[src/rtl/core/amgt_pkg.sv]
package amgt_pkg;

    // Fixed field widths
    localparam int VX_W    = 4;
    localparam int ROW_W   = 16;
    localparam int CNT_W   = 5;
    localparam int VX_MAX  = 16;
    localparam int MAX_VERTICES_DEF = 16;

    // Search lanes over the current row
    localparam int LANE_W  = 4;
    localparam int LANES   = ROW_W / LANE_W;
    localparam int OFF_W   = $clog2(LANE_W);

    // Input opcodes
    localparam logic OP_LOAD  = 1'b0;
    localparam logic OP_START = 1'b1;

    // Register indexes
    localparam logic [1:0] REG_WALK_MODE    = 2'd0;
    localparam logic [1:0] REG_START_VERTEX = 2'd1;
    localparam logic [1:0] REG_VERTEX_COUNT = 2'd2;

    // Walk modes
    localparam logic MODE_BFS = 1'b0;
    localparam logic MODE_DFS = 1'b1;

    typedef logic [VX_W-1:0]  t_vertex;
    typedef logic [ROW_W-1:0] t_row;

    typedef struct packed {
        logic             found;
        logic [OFF_W-1:0] offset;
    } t_lane_res;

    typedef struct packed {
        logic    found;
        t_vertex vertex;
    } t_pick;

    typedef enum logic [2:0] {
        ST_IDLE,
        ST_BFS_DEQ,
        ST_BFS_EXP,
        ST_DFS,
        ST_FINISH
    } t_state;

endpackage

[src/rtl/core/amgt_if.sv]
interface amgt_in_if;
    import amgt_pkg::*;
    logic              valid;
    logic              ready;
    logic              opcode;
    logic [VX_W-1:0]   row_index;
    logic [ROW_W-1:0]  row_bits;

    modport source (output valid, output opcode, output row_index, output row_bits,
                    input ready);
    modport sink   (input valid, input opcode, input row_index, input row_bits,
                    output ready);
endinterface

interface amgt_out_if;
    import amgt_pkg::*;
    logic             valid;
    logic             ready;
    logic [VX_W-1:0]  visited_vertex;
    logic             last_vertex;

    modport source (output valid, output visited_vertex, output last_vertex,
                    input ready);
    modport sink   (input valid, input visited_vertex, input last_vertex,
                    output ready);
endinterface

[src/rtl/core/amgt_lane.sv]
module amgt_lane
    import amgt_pkg::*;
#(
    parameter int BASE = 0
) (
    input  logic [LANE_W-1:0] i_row,
    input  logic [LANE_W-1:0] i_visited,
    input  logic [CNT_W-1:0]  i_count,
    output t_lane_res         o_res
);

    // Find the lowest unvisited, in-range neighbour in this slice
    always_comb begin
        o_res = '0;
        for (int k = LANE_W - 1; k >= 0; k--) begin
            if (i_row[k] && !i_visited[k] && (CNT_W'(BASE + k) < i_count)) begin
                o_res.found  = 1'b1;
                o_res.offset = OFF_W'(k);
            end
        end
    end

endmodule

[src/rtl/core/amgt_merge.sv]
module amgt_merge
    import amgt_pkg::*;
(
    input  t_lane_res [LANES-1:0] i_lanes,
    output t_pick                 o_pick
);

    // Take the lowest lane that found a candidate
    always_comb begin
        o_pick = '0;
        for (int g = LANES - 1; g >= 0; g--) begin
            if (i_lanes[g].found) begin
                o_pick.found  = 1'b1;
                o_pick.vertex = VX_W'(g * LANE_W + int'(i_lanes[g].offset));
            end
        end
    end

endmodule

[src/rtl/core/adjacency_matrix_graph_traversal_top.sv]
// Row load: taken whenever the block is idle, no result.
// Breadth-first start: per vertex a dequeue, an enqueue step per neighbour queued and a final
// empty search, then the finish.
// Depth-first start: a push per vertex reached and a pop per vertex, then the finish.
// A new item is taken only once the walk is done; result-side stalls add cycles.
// Synchronous active-low reset clears the matrix, the pointers, the configuration registers and the state.
module adjacency_matrix_graph_traversal_top
    import amgt_pkg::*;
#(
    parameter int MAX_VERTICES = MAX_VERTICES_DEF
) (
    input  logic         i_clk,
    input  logic         i_rst_n,
    amgt_in_if.sink      i_in_ch,
    amgt_out_if.source   o_out_ch,
    input  logic         psel,
    input  logic         penable,
    input  logic         pwrite,
    input  logic [3:0]   paddr,
    input  logic [31:0]  pwdata,
    output logic [31:0]  prdata,
    output logic         pready
);

    localparam int LIM = (MAX_VERTICES < VX_MAX) ? MAX_VERTICES : VX_MAX;
    localparam int IW  = $clog2(LIM);
    localparam int PW  = $clog2(LIM + 1);
    localparam logic [CNT_W-1:0] LIM_C    = CNT_W'(LIM);
    localparam logic [PW-1:0]    ONE_P    = PW'(1);
    localparam logic [PW-1:0]    TWO_P    = PW'(2);
    localparam t_row             ROW_MASK = ROW_W'((17'd1 << LIM) - 17'd1);

    // Configuration registers
    logic             r_walk_mode;
    t_vertex          r_start_vertex;
    logic [CNT_W-1:0] r_vertex_count;

    // Matrix and pending store
    t_row             r_rows  [LIM];
    t_vertex          r_store [LIM];

    // Walk state
    t_state           r_state, n_state;
    logic [PW-1:0]    r_head, n_head;
    logic [PW-1:0]    r_tail, n_tail;
    t_row             r_visited, n_visited;
    t_vertex          r_cur, n_cur;
    logic             r_hold_valid, n_hold_valid;
    t_vertex          r_hold_v, n_hold_v;
    logic             r_out_valid, n_out_valid;
    t_vertex          r_out_v, n_out_v;
    logic             r_out_last, n_out_last;

    logic             w_wr_en;
    logic [PW-1:0]    w_wr_addr;
    t_vertex          w_wr_data;

    logic             w_cfg_wr;
    logic             w_in_fire;
    logic             w_start;
    logic             w_load;
    logic [CNT_W-1:0] w_n;
    logic             w_start_ok;
    logic             w_out_free;
    logic             w_can_emit;
    logic [PW-1:0]    w_rd_addr;
    t_vertex          w_rd_data;
    t_row             w_row_cur;
    t_lane_res [LANES-1:0] w_lanes;
    t_pick            w_pick;

    // APB port
    assign pready   = 1'b1;
    assign w_cfg_wr = psel && penable && pwrite && pready;

    always_ff @(posedge i_clk) begin
        if (!i_rst_n) begin
            r_walk_mode    <= MODE_BFS;
            r_start_vertex <= '0;
            r_vertex_count <= CNT_W'(VX_MAX);
        end else if (w_cfg_wr) begin
            unique case (paddr[3:2])
                REG_WALK_MODE:    r_walk_mode    <= pwdata[0];
                REG_START_VERTEX: r_start_vertex <= pwdata[VX_W-1:0];
                REG_VERTEX_COUNT: r_vertex_count <= pwdata[CNT_W-1:0];
                default: ;
            endcase
        end
    end

    always_comb begin
        prdata = '0;
        unique case (paddr[3:2])
            REG_WALK_MODE:    prdata = 32'(r_walk_mode);
            REG_START_VERTEX: prdata = 32'(r_start_vertex);
            REG_VERTEX_COUNT: prdata = 32'(r_vertex_count);
            default:          prdata = '0;
        endcase
    end

    // Effective vertex count, saturated to one and to the limit
    always_comb begin
        if (r_vertex_count == '0) begin
            w_n = CNT_W'(1);
        end else if (r_vertex_count > LIM_C) begin
            w_n = LIM_C;
        end else begin
            w_n = r_vertex_count;
        end
    end

    // Input handshake
    assign i_in_ch.ready = (r_state == ST_IDLE);
    assign w_in_fire     = i_in_ch.valid && i_in_ch.ready;
    assign w_start       = w_in_fire && (i_in_ch.opcode == OP_START);
    assign w_load        = w_in_fire && (i_in_ch.opcode == OP_LOAD);
    assign w_start_ok    = ({1'b0, r_start_vertex} < w_n);

    // Output register and the one-deep hold that waits for the last flag
    assign w_out_free = !r_out_valid || o_out_ch.ready;
    assign w_can_emit = !r_hold_valid || w_out_free;
    assign o_out_ch.valid          = r_out_valid;
    assign o_out_ch.visited_vertex = r_out_v;
    assign o_out_ch.last_vertex    = r_out_last;

    // Matrix rows: load in range, drop bits beyond the limit
    always_ff @(posedge i_clk) begin
        if (!i_rst_n) begin
            for (int i = 0; i < LIM; i++) begin
                r_rows[i] <= '0;
            end
        end else if (w_load && ({1'b0, i_in_ch.row_index} < LIM_C)) begin
            r_rows[i_in_ch.row_index[IW-1:0]] <= i_in_ch.row_bits & ROW_MASK;
        end
    end

    // Pending store: one write port, one read port
    assign w_rd_addr = (r_state == ST_DFS) ? (r_tail - TWO_P) : r_head;
    assign w_rd_data = r_store[w_rd_addr[IW-1:0]];

    always_ff @(posedge i_clk) begin
        if (w_wr_en) begin
            r_store[w_wr_addr[IW-1:0]] <= w_wr_data;
        end
    end

    // Search lanes over the current vertex's row
    assign w_row_cur = r_rows[r_cur[IW-1:0]];

    for (genvar g = 0; g < LANES; g++) begin : g_lane
        amgt_lane #(
            .BASE (g * LANE_W)
        ) u_lane (
            .i_row     (w_row_cur[g*LANE_W +: LANE_W]),
            .i_visited (r_visited[g*LANE_W +: LANE_W]),
            .i_count   (w_n),
            .o_res     (w_lanes[g])
        );
    end

    amgt_merge u_merge (
        .i_lanes (w_lanes),
        .o_pick  (w_pick)
    );

    // Next state
    always_comb begin
        n_state = r_state;
        unique case (r_state)
            ST_IDLE: begin
                if (w_start && w_start_ok) begin
                    n_state = (r_walk_mode == MODE_DFS) ? ST_DFS : ST_BFS_DEQ;
                end
            end
            ST_BFS_DEQ: begin
                if (r_head == r_tail) begin
                    n_state = ST_FINISH;
                end else if (w_can_emit) begin
                    n_state = ST_BFS_EXP;
                end
            end
            ST_BFS_EXP: begin
                if (!w_pick.found) begin
                    n_state = ST_BFS_DEQ;
                end
            end
            ST_DFS: begin
                if (!w_pick.found && (r_tail == ONE_P)) begin
                    n_state = ST_FINISH;
                end
            end
            ST_FINISH: begin
                if (w_out_free) begin
                    n_state = ST_IDLE;
                end
            end
            default: n_state = ST_IDLE;
        endcase
    end

    // Datapath updates
    always_comb begin
        n_head       = r_head;
        n_tail       = r_tail;
        n_visited    = r_visited;
        n_cur        = r_cur;
        n_hold_valid = r_hold_valid;
        n_hold_v     = r_hold_v;
        n_out_valid  = r_out_valid && !o_out_ch.ready;
        n_out_v      = r_out_v;
        n_out_last   = r_out_last;
        w_wr_en      = 1'b0;
        w_wr_addr    = r_tail;
        w_wr_data    = w_pick.vertex;

        unique case (r_state)
            ST_IDLE: begin
                // Clear marks and pointers, seed with the start vertex
                if (w_start) begin
                    n_visited = '0;
                    n_head    = '0;
                    n_tail    = '0;
                    if (w_start_ok) begin
                        n_visited = ROW_W'(1) << r_start_vertex;
                        n_tail    = ONE_P;
                        n_cur     = r_start_vertex;
                        w_wr_en   = 1'b1;
                        w_wr_addr = '0;
                        w_wr_data = r_start_vertex;
                        if (r_walk_mode == MODE_DFS) begin
                            n_hold_valid = 1'b1;
                            n_hold_v     = r_start_vertex;
                        end
                    end
                end
            end
            ST_BFS_DEQ: begin
                // Dequeue and emit the head vertex
                if ((r_head != r_tail) && w_can_emit) begin
                    if (r_hold_valid) begin
                        n_out_valid = 1'b1;
                        n_out_v     = r_hold_v;
                        n_out_last  = 1'b0;
                    end
                    n_hold_valid = 1'b1;
                    n_hold_v     = w_rd_data;
                    n_cur        = w_rd_data;
                    n_head       = r_head + ONE_P;
                end
            end
            ST_BFS_EXP: begin
                // Enqueue the lowest unvisited neighbour
                if (w_pick.found) begin
                    w_wr_en   = 1'b1;
                    n_tail    = r_tail + ONE_P;
                    n_visited = r_visited | (ROW_W'(1) << w_pick.vertex);
                end
            end
            ST_DFS: begin
                if (w_pick.found) begin
                    // Visit and push the lowest unvisited neighbour
                    if (w_can_emit) begin
                        if (r_hold_valid) begin
                            n_out_valid = 1'b1;
                            n_out_v     = r_hold_v;
                            n_out_last  = 1'b0;
                        end
                        n_hold_valid = 1'b1;
                        n_hold_v     = w_pick.vertex;
                        w_wr_en      = 1'b1;
                        n_tail       = r_tail + ONE_P;
                        n_visited    = r_visited | (ROW_W'(1) << w_pick.vertex);
                        n_cur        = w_pick.vertex;
                    end
                end else begin
                    // Pop; the new top comes from the store
                    n_tail = r_tail - ONE_P;
                    if (r_tail != ONE_P) begin
                        n_cur = w_rd_data;
                    end
                end
            end
            ST_FINISH: begin
                // Release the held vertex with the last flag
                if (w_out_free) begin
                    n_out_valid  = 1'b1;
                    n_out_v      = r_hold_v;
                    n_out_last   = 1'b1;
                    n_hold_valid = 1'b0;
                end
            end
            default: ;
        endcase
    end

    always_ff @(posedge i_clk) begin
        if (!i_rst_n) begin
            r_state      <= ST_IDLE;
            r_head       <= '0;
            r_tail       <= '0;
            r_visited    <= '0;
            r_hold_valid <= 1'b0;
            r_out_valid  <= 1'b0;
        end else begin
            r_state      <= n_state;
            r_head       <= n_head;
            r_tail       <= n_tail;
            r_visited    <= n_visited;
            r_hold_valid <= n_hold_valid;
            r_out_valid  <= n_out_valid;
        end
    end

    always_ff @(posedge i_clk) begin
        r_cur      <= n_cur;
        r_hold_v   <= n_hold_v;
        r_out_v    <= n_out_v;
        r_out_last <= n_out_last;
    end

    // Checks
    a_idle_no_hold: assert property (@(posedge i_clk) disable iff (!i_rst_n)
        (r_state == ST_IDLE) |-> !r_hold_valid)
        else $error("held vertex left over while idle");

    a_tail_bound: assert property (@(posedge i_clk) disable iff (!i_rst_n)
        r_tail <= PW'(LIM))
        else $error("pending store overflow");

    a_bfs_marks: assert property (@(posedge i_clk) disable iff (!i_rst_n)
        ((r_state == ST_BFS_DEQ) || (r_state == ST_BFS_EXP))
        |-> (($countones(r_visited) == int'(r_tail)) && (r_head <= r_tail)))
        else $error("queue and visited marks disagree");

    a_dfs_marks: assert property (@(posedge i_clk) disable iff (!i_rst_n)
        (r_state == ST_DFS) |-> ($countones(r_visited) >= int'(r_tail)))
        else $error("stack deeper than visited set");

endmodule

[src/flat_wrapper.sv]
// flat-port wrapper written by rule: the top's interface ports become plain ports
module adjacency_matrix_graph_traversal_top_flat import amgt_pkg::*;
#(
    parameter int MAX_VERTICES = MAX_VERTICES_DEF
)
  (i_clk, i_rst_n, psel, penable, pwrite, paddr, pwdata, prdata, pready, i_in_ch_valid, i_in_ch_opcode, i_in_ch_row_index, i_in_ch_row_bits, i_in_ch_ready, o_out_ch_valid, o_out_ch_visited_vertex, o_out_ch_last_vertex, o_out_ch_ready);
  amgt_in_if i_in_ch_i ();
  amgt_out_if o_out_ch_i ();
  input  logic i_clk;
  input  logic i_rst_n;
  input  logic psel;
  input  logic penable;
  input  logic pwrite;
  input  logic [3:0] paddr;
  input  logic [31:0] pwdata;
  output logic [31:0] prdata;
  output logic pready;
  input wire logic [$bits(i_in_ch_i.valid)-1:0] i_in_ch_valid;
  input wire logic [$bits(i_in_ch_i.opcode)-1:0] i_in_ch_opcode;
  input wire logic [$bits(i_in_ch_i.row_index)-1:0] i_in_ch_row_index;
  input wire logic [$bits(i_in_ch_i.row_bits)-1:0] i_in_ch_row_bits;
  output wire logic [$bits(i_in_ch_i.ready)-1:0] i_in_ch_ready;
  output wire logic [$bits(o_out_ch_i.valid)-1:0] o_out_ch_valid;
  output wire logic [$bits(o_out_ch_i.visited_vertex)-1:0] o_out_ch_visited_vertex;
  output wire logic [$bits(o_out_ch_i.last_vertex)-1:0] o_out_ch_last_vertex;
  input wire logic [$bits(o_out_ch_i.ready)-1:0] o_out_ch_ready;
  assign i_in_ch_i.valid = i_in_ch_valid;
  assign i_in_ch_i.opcode = i_in_ch_opcode;
  assign i_in_ch_i.row_index = i_in_ch_row_index;
  assign i_in_ch_i.row_bits = i_in_ch_row_bits;
  assign i_in_ch_ready = i_in_ch_i.ready;
  assign o_out_ch_valid = o_out_ch_i.valid;
  assign o_out_ch_visited_vertex = o_out_ch_i.visited_vertex;
  assign o_out_ch_last_vertex = o_out_ch_i.last_vertex;
  assign o_out_ch_i.ready = o_out_ch_ready;
  adjacency_matrix_graph_traversal_top #(.MAX_VERTICES(MAX_VERTICES)) u_core (.i_clk(i_clk), .i_rst_n(i_rst_n), .i_in_ch(i_in_ch_i), .o_out_ch(o_out_ch_i), .psel(psel), .penable(penable), .pwrite(pwrite), .paddr(paddr), .pwdata(pwdata), .prdata(prdata), .pready(pready));
endmodule
[config.mk]
export PLATFORM = sky130hd
export DESIGN_NAME = adjacency_matrix_graph_traversal_top_flat
export DESIGN_NICKNAME = d
export VERILOG_FILES = /design/src/rtl/core/amgt_pkg.sv /design/src/rtl/core/amgt_if.sv /design/src/rtl/core/amgt_lane.sv /design/src/rtl/core/amgt_merge.sv /design/src/rtl/core/adjacency_matrix_graph_traversal_top.sv /design/src/flat_wrapper.sv
export SDC_FILE = /design/constraint.sdc
export NUM_CORES = 1
export LEC_CHECK = 0
export ABC_AREA = 1
export BUFFER_PORTS_ARGS = -buffer_cell sky130_fd_sc_hd__buf_2
export CELL_PAD_IN_SITES_DETAIL_PLACEMENT = 1
export CELL_PAD_IN_SITES_GLOBAL_PLACEMENT = 1
export CORE_ASPECT_RATIO = 1.4
export CORE_MARGIN = 2
export CORE_UTILIZATION = 48
export DETAILED_ROUTE_END_ITERATION = 6
export PLACE_DENSITY_LB_ADDON = 0.1
export REMOVE_ABC_BUFFERS = 1
export SYNTH_ARGS = -nofsm -noshare
export SYNTH_HDL_FRONTEND = slang
export SYNTH_HIERARCHICAL = 1
export SYNTH_SLANG_ARGS = --single-unit
export TNS_END_PERCENT = 1
[constraint.sdc]
create_clock -name i_clk -period 4.44 [get_ports i_clk]
set_input_delay 1.11 -clock i_clk [delete_from_list [all_inputs] [get_ports i_clk]]
set_output_delay 1.11 -clock i_clk [all_outputs]
set_load 0.02 [all_outputs]
# Yosys cells after proc, flatten, opt, wreduce, memory -nomap -nowiden
# Memory sizes are Yosys's and may differ from the RTL's. A register that Yosys moved wholly into a read port is not among the register bits.
# Cells that the tools add are included.
[op_classes]
n_addsub = 7
n_mul = 0
n_div = 0
n_lt_le_gt_ge = 18
n_eq_ne = 24
n_shift = 2
n_mux = 107
bitwise = 2
reduce_logical = 83
[op_table]
columns = ["operator", "n"]
rows = [
  ["two-way mux 16 bit", 6],
  ["two-way mux 4 bit", 24],
  ["two-way mux 3 bit", 22],
  ["two-way mux 5 bit", 12],
  ["case mux 16 bit (3 select lines)", 1],
  ["logical AND 1 bit", 41],
  ["< comparator 4 x 5 -> 1 bit (first input constant)", 8],
  ["case mux 4 bit (3 select lines)", 3],
  ["left shift 1 x 4 -> 16 bit (first input constant)", 2],
  ["two-way mux 1 bit", 30],
  ["case mux 5 bit (3 select lines)", 2],
  ["logical NOT 1 bit", 20],
  ["< comparator 3 x 5 -> 1 bit (first input constant)", 4],
  ["OR 16 bit", 1],
  ["OR reduction 16 bit", 1],
  ["case mux 3 bit (5 select lines)", 1],
  ["AND reduction 5 bit", 3],
  ["inequality test 2 bit (second input constant)", 6],
  ["adder 5 x 1 -> 5 bit (second input constant)", 2],
  ["< comparator 1 x 5 -> 1 bit (first input constant)", 2],
  ["< comparator 2 x 5 -> 1 bit (first input constant)", 2],
  ["inequality test 2 x 1 -> 1 bit (second input constant)", 5],
  ["case mux 5 bit (2 select lines)", 1],
  ["case mux 1 bit (3 select lines)", 3],
  ["other kinds (33)", 41],
]
[totals]
ff_bits = 54
latch_bits = 0
mem_bits_rw = 320
rom_bits = 0
inputBits = 64
out_inout_bits = 40
word_cells = 258
n_memories = 2
[mem_list]
columns = ["name", "words", "width", "read_ports", "rd_clocked_by_memory_dff", "wr", "line", "source"]
rows = [
  ["u_core.r_rows", 16, 16, 1, 1, 16, "adjacency_matrix_graph_traversal_top.sv:39", "t_row r_rows [LIM];"],
  ["u_core.r_store", 16, 4, 1, 0, 1, "adjacency_matrix_graph_traversal_top.sv:40", "t_vertex r_store [LIM];"],
]

# Logic depth before layout (Yosys ltp)
[depth]
depth_word = 19
mapped_depth = 24

# Cells and area by module
# The synthesis kept the hierarchy.
[modules_own_cells]
columns = ["mod", "instances", "cells_each", "area_each_um2", "seq_area_each_um2"]
rows = [
  ["adjacency_matrix_graph_traversal_top", 1, 1784, 17845.9, 10900.5],
  ["amgt_lane (u_core.g_lane[3].u_lane)", 1, 31, 158.9, 0.0],
  ["amgt_lane (u_core.g_lane[0].u_lane)", 1, 29, 148.9, 0.0],
  ["amgt_lane (u_core.g_lane[2].u_lane)", 1, 27, 142.6, 0.0],
  ["amgt_lane (u_core.g_lane[1].u_lane)", 1, 24, 140.1, 0.0],
  ["amgt_merge", 1, 24, 97.6, 0.0],
]

# Worst setup path after synthesis
# OpenSTA, ideal clock, no wires.
[synth_timing]
kind = "reg2reg"
startpoint = "register with a tool-made name"
endpoint = "register u_core.r_out_v[0] (netlist: u_core/o_out_ch.visited_vertex[0]), enable pin"
setup_ns = 0.308
arrival_time_ns = 2.910
path_slack_ns = 1.222
path_stages_with_launch = 20
n_path_buf = 3
cell_sequence = "dfxtp_1 buf_2 buf_2 clkbuf_1 mux2i_1 o211ai_1 nand3_1 nand2_1 clkinv_1 nor3_2 and2b_4 nand2_2 nor2_1 nand2_1 nor2_1 clkinv_1 nand2_1 nor3_1 a21boi_0 o21a_1"
[synth_rtl]
columns = ["item", "line", "source"]
rows = [
  ["end signal: assignment", "adjacency_matrix_graph_traversal_top.sv:317", "r_out_v <= n_out_v;"],
  ["end: declaration", "adjacency_matrix_graph_traversal_top.sv:51", "t_vertex r_out_v, n_out_v;"],
]

==> impl_metrics.env <==
export IMPL_utilization=0.535
export IMPL_post_dp_hpwl_um=36200
export IMPL_crit_path_end_kind="register"
export IMPL_core_area_um2=38300
export IMPL_io_buffers=46
export IMPL_wl_um=53000
export IMPL_num_rows=85
export IMPL_period_minus_slack_ps=4240
export IMPL_cts_root_buf="clkbuf_16"
export IMPL_total_leakage_power_nw=7.95
export IMPL_grt_first_pass_wirelength_um=82000
export IMPL_arrival_ps=4520
export IMPL_hp_start="u_core/r_hold_v[3]$_DFFE_PP_"
export IMPL_drc=0
export IMPL_cts_hold_buf=0
export IMPL_io_pin_count=104
export IMPL_total_power_mw=12.4
export IMPL_crit_top_cell="nand2_1"
export IMPL_synthToLayoutAreaGrowth_pct=10.5
export IMPL_finish_net_count=2016
export IMPL_synth_top_family_by_area="simple AND/OR/NAND/NOR gates"
export IMPL_numCtsBuffers=40
export IMPL_reg2reg_setup_slack_ps=200
export IMPL_path_buf_inv=3
export IMPL_synth_area_um2=18500
export IMPL_power_density_nw_per_um2=606
export IMPL_crit_type="reg -> reg"
export IMPL_ys_top_cells_by_count="nor2_1, edfxtp_1, nand2_1, inv_1, o21ai_0"
export IMPL_n_antenna_cell=0
export IMPL_dp_slack_ps=210
export IMPL_postRouteAntennaNets=0
export IMPL_die_w_um=170
export IMPL_grt_max_degree=62
export IMPL_crit_required_ps=4730
export IMPL_synthTopCellsByArea="edfxtp_1, nor2_1, dfxtp_1"
export IMPL_grt_pass1_vias=14600
export IMPL_max_vdd_ir_drop_mv=0.327
export IMPL_final_seq_area_um2=10900
export IMPL_hp_class="reg -> reg"
export IMPL_path_max_fanout=24
export IMPL_yosysMostFrequentCell="nor2_1"
export IMPL_finalMaxSlewViolations=0
export IMPL_synth_edf_count=333
export IMPL_worst_slew_pin_slew_ps=847
export IMPL_slew_headroom=0.434
export IMPL_grt_ovfl_total=0
export IMPL_synth_cell_types=49
export IMPL_die_area_um2=40200
export IMPL_insertion_delay_ps=540
export IMPL_skew_ps=12.9
export IMPL_timing_final_ws_setup_ps=202
export IMPL_hold_viol=0
export IMPL_status="finished, final reports clean"
export IMPL_drv_cap=0
export IMPL_syn_mean_instance_area_um2=9.66
export IMPL_postCtsResizedCells=0
export IMPL_clock_sinks=378
export IMPL_yosys_register_bits=378
export IMPL_cts_htree_levels=2
export IMPL_cp_top_family="simple AND/OR/NAND/NOR gates"
export IMPL_clk_pin_slew_ps=60
export IMPL_synthMuxAreaShare=0.0346
export IMPL_synth_fa_ha_area_frac=0.00675
export IMPL_async_flop_share=0
export IMPL_setup_violations_final=0
export IMPL_yosysTopAreaCell="edfxtp_1"
export IMPL_antenna_found_initial=0
export IMPL_clock_path_buffers=3
export IMPL_synth_simple_gate_area_frac=0.187
export IMPL_synth_xor_area_frac=0.00425
export IMPL_fill_cells=4312
export IMPL_yosysTopAreaCellShare=0.540
export IMPL_cpMaxStageDelayCell="dfxtp_4"
export IMPL_yosys_warnings=6
export IMPL_dr_total_vias=13800
export IMPL_cp_start_kind="register"
export IMPL_cts_tree="yes"
export IMPL_initial_core_util=0.484
export IMPL_syn_inst=1919
export IMPL_max_freq_mhz=236
export IMPL_synth_seq_area_share=0.588
export IMPL_post_route_period_util=0.954
export IMPL_via_per_inst=5.66
export IMPL_worstPathCellList="buf_12 -> a21oi_1 -> o21ai_0 -> o21ai_0 -> o211ai_1 -> nand2_1 -> nand2_1 -> nor3_2 -> inv_1 -> nand4_1 -> nor2_1 -> nand2_1 -> nor2_1 -> clkinv_1 -> nand2_1 -> nor3_1 -> a21boi_0 -> o21a_1"
export IMPL_place_gp_congestion=0.859
export IMPL_timing_hold_ws_ps=418
export IMPL_synth_compound_area_frac=0.107
export IMPL_ys_flop_type="edfxtp_1"
export IMPL_drt_pass1_iter_count=5
export IMPL_drt_iter0_markers=817
export IMPL_track_usage=0.267
export IMPL_wl_per_cell_um=21.7
export IMPL_grt_setup_unrepaired="true"
export IMPL_max_stage_delay_ps=540
export IMPL_multi_input_area_um2=6400
export IMPL_die_h_um=237
export IMPL_cts_setup_buffers=0
export IMPL_layout_drive_gt1_share=0.110
-- through the flow --
step	setup TNS (ps)	cells	cell area, um2
final	0	2447	20500
after floorplan	-388730	1808	18000
after global placement	0	2377	19200
after global routing	-864	2447	20500
after detailed placement	0	2377	19200
after CTS	0	2446	20500
-- power by group --
part,internal (mW),switching [mW]
logic,1.39,3.19
clock network,1.91,1.38
registers,4.36,0.197
-- cells by family after synthesis --
family / Yosys count
AOI/OAI and AO/OA: 346
xor gates and xnor gates: 9
adders and majority gates: 10
buffers and inverters: 319
DFF: 378
muxes: 64
other: 2
and+or+nand+nor: 791
-- metal layers --
metal	routed length, um	part of all wire	track usage	vias to the layer above
met1	20700	0.39	0.308	6885
met3	1830	0.035	0.0271	99
li1	-	-	-	6583
met5	0	0	0	-
met4	2160	0.041	0.110	0
met2	28300	0.53	0.498	282
-- placed cells by master (no fill, tap or decap), types with 3 or more instances in the layout --
cell        count
a21oi_1        97
a21oi_2         3
a31oi_1        18
buf_12          5
buf_2          46
buf_4          40
bufinv_16       4
clkbuf_1        6
clkbuf_16      40
clkinv_1       13
clkinv_2        6
clkinvlp_4      3
conb_1         28
dfxtp_1        43
edfxtp_1      333
ha_1           10
inv_1         166
inv_2           9
mux2i_1        64
nand2_1       233
nand2_2        14
nand3_1       135
nand3_2         6
nand4_1         6
nand4_2         3
nor2_1        338
nor2_2         13
nor2_4          4
nor3_1         11
nor3_2          4
nor4_1         16
o211ai_1       70
o21ai_0       140
o21ai_1         6
o21ai_2         3
o22ai_1         4
xnor2_1         3
xor2_1          6
-- sequential cells by signal, summed over array words and instances (netlist names), 3 cells and up, named ones only --
name and flops:
u_core/r_visited 16, u_core/r_cur 4, u_core/r_rows 256, u_core/r_state 3, u_core/r_start_vertex 4, u_core/o_out_ch.visited_vertex 4
u_core/r_tail 5, u_core/r_head 5, u_core/r_hold_v 4, u_core/r_vertex_count 5, u_core/r_store 64
-- layout make-up --
| class | instances | share of cell area |
|---|---|---|
| multi-input cells | 1249 | 0.313 |
| repair buffers | 91 | 0.0308 |
| clock inverters | 22 | 0.0111 |
| clock buffers | 47 | 0.0506 |
| well taps | 478 | 0.0292 |
| inverters | 182 | 0.0334 |
| flip-flops and latches | 378 | 0.532 |
-- final timing paths --
| kind | end | cells after the start |
|---|---|---|
| min | u_core/o_out_ch.visited_vertex[3]$_DFFE_PP_ | 0 |
| max | u_core/o_out_ch.visited_vertex[0]$_DFFE_PP_ | 18 |
| min reg2reg | u_core/o_out_ch.visited_vertex[3]$_DFFE_PP_ | 0 |
| max reg2reg | u_core/o_out_ch.visited_vertex[0]$_DFFE_PP_ | 18 |
Power figures use the tool's default switching activity.
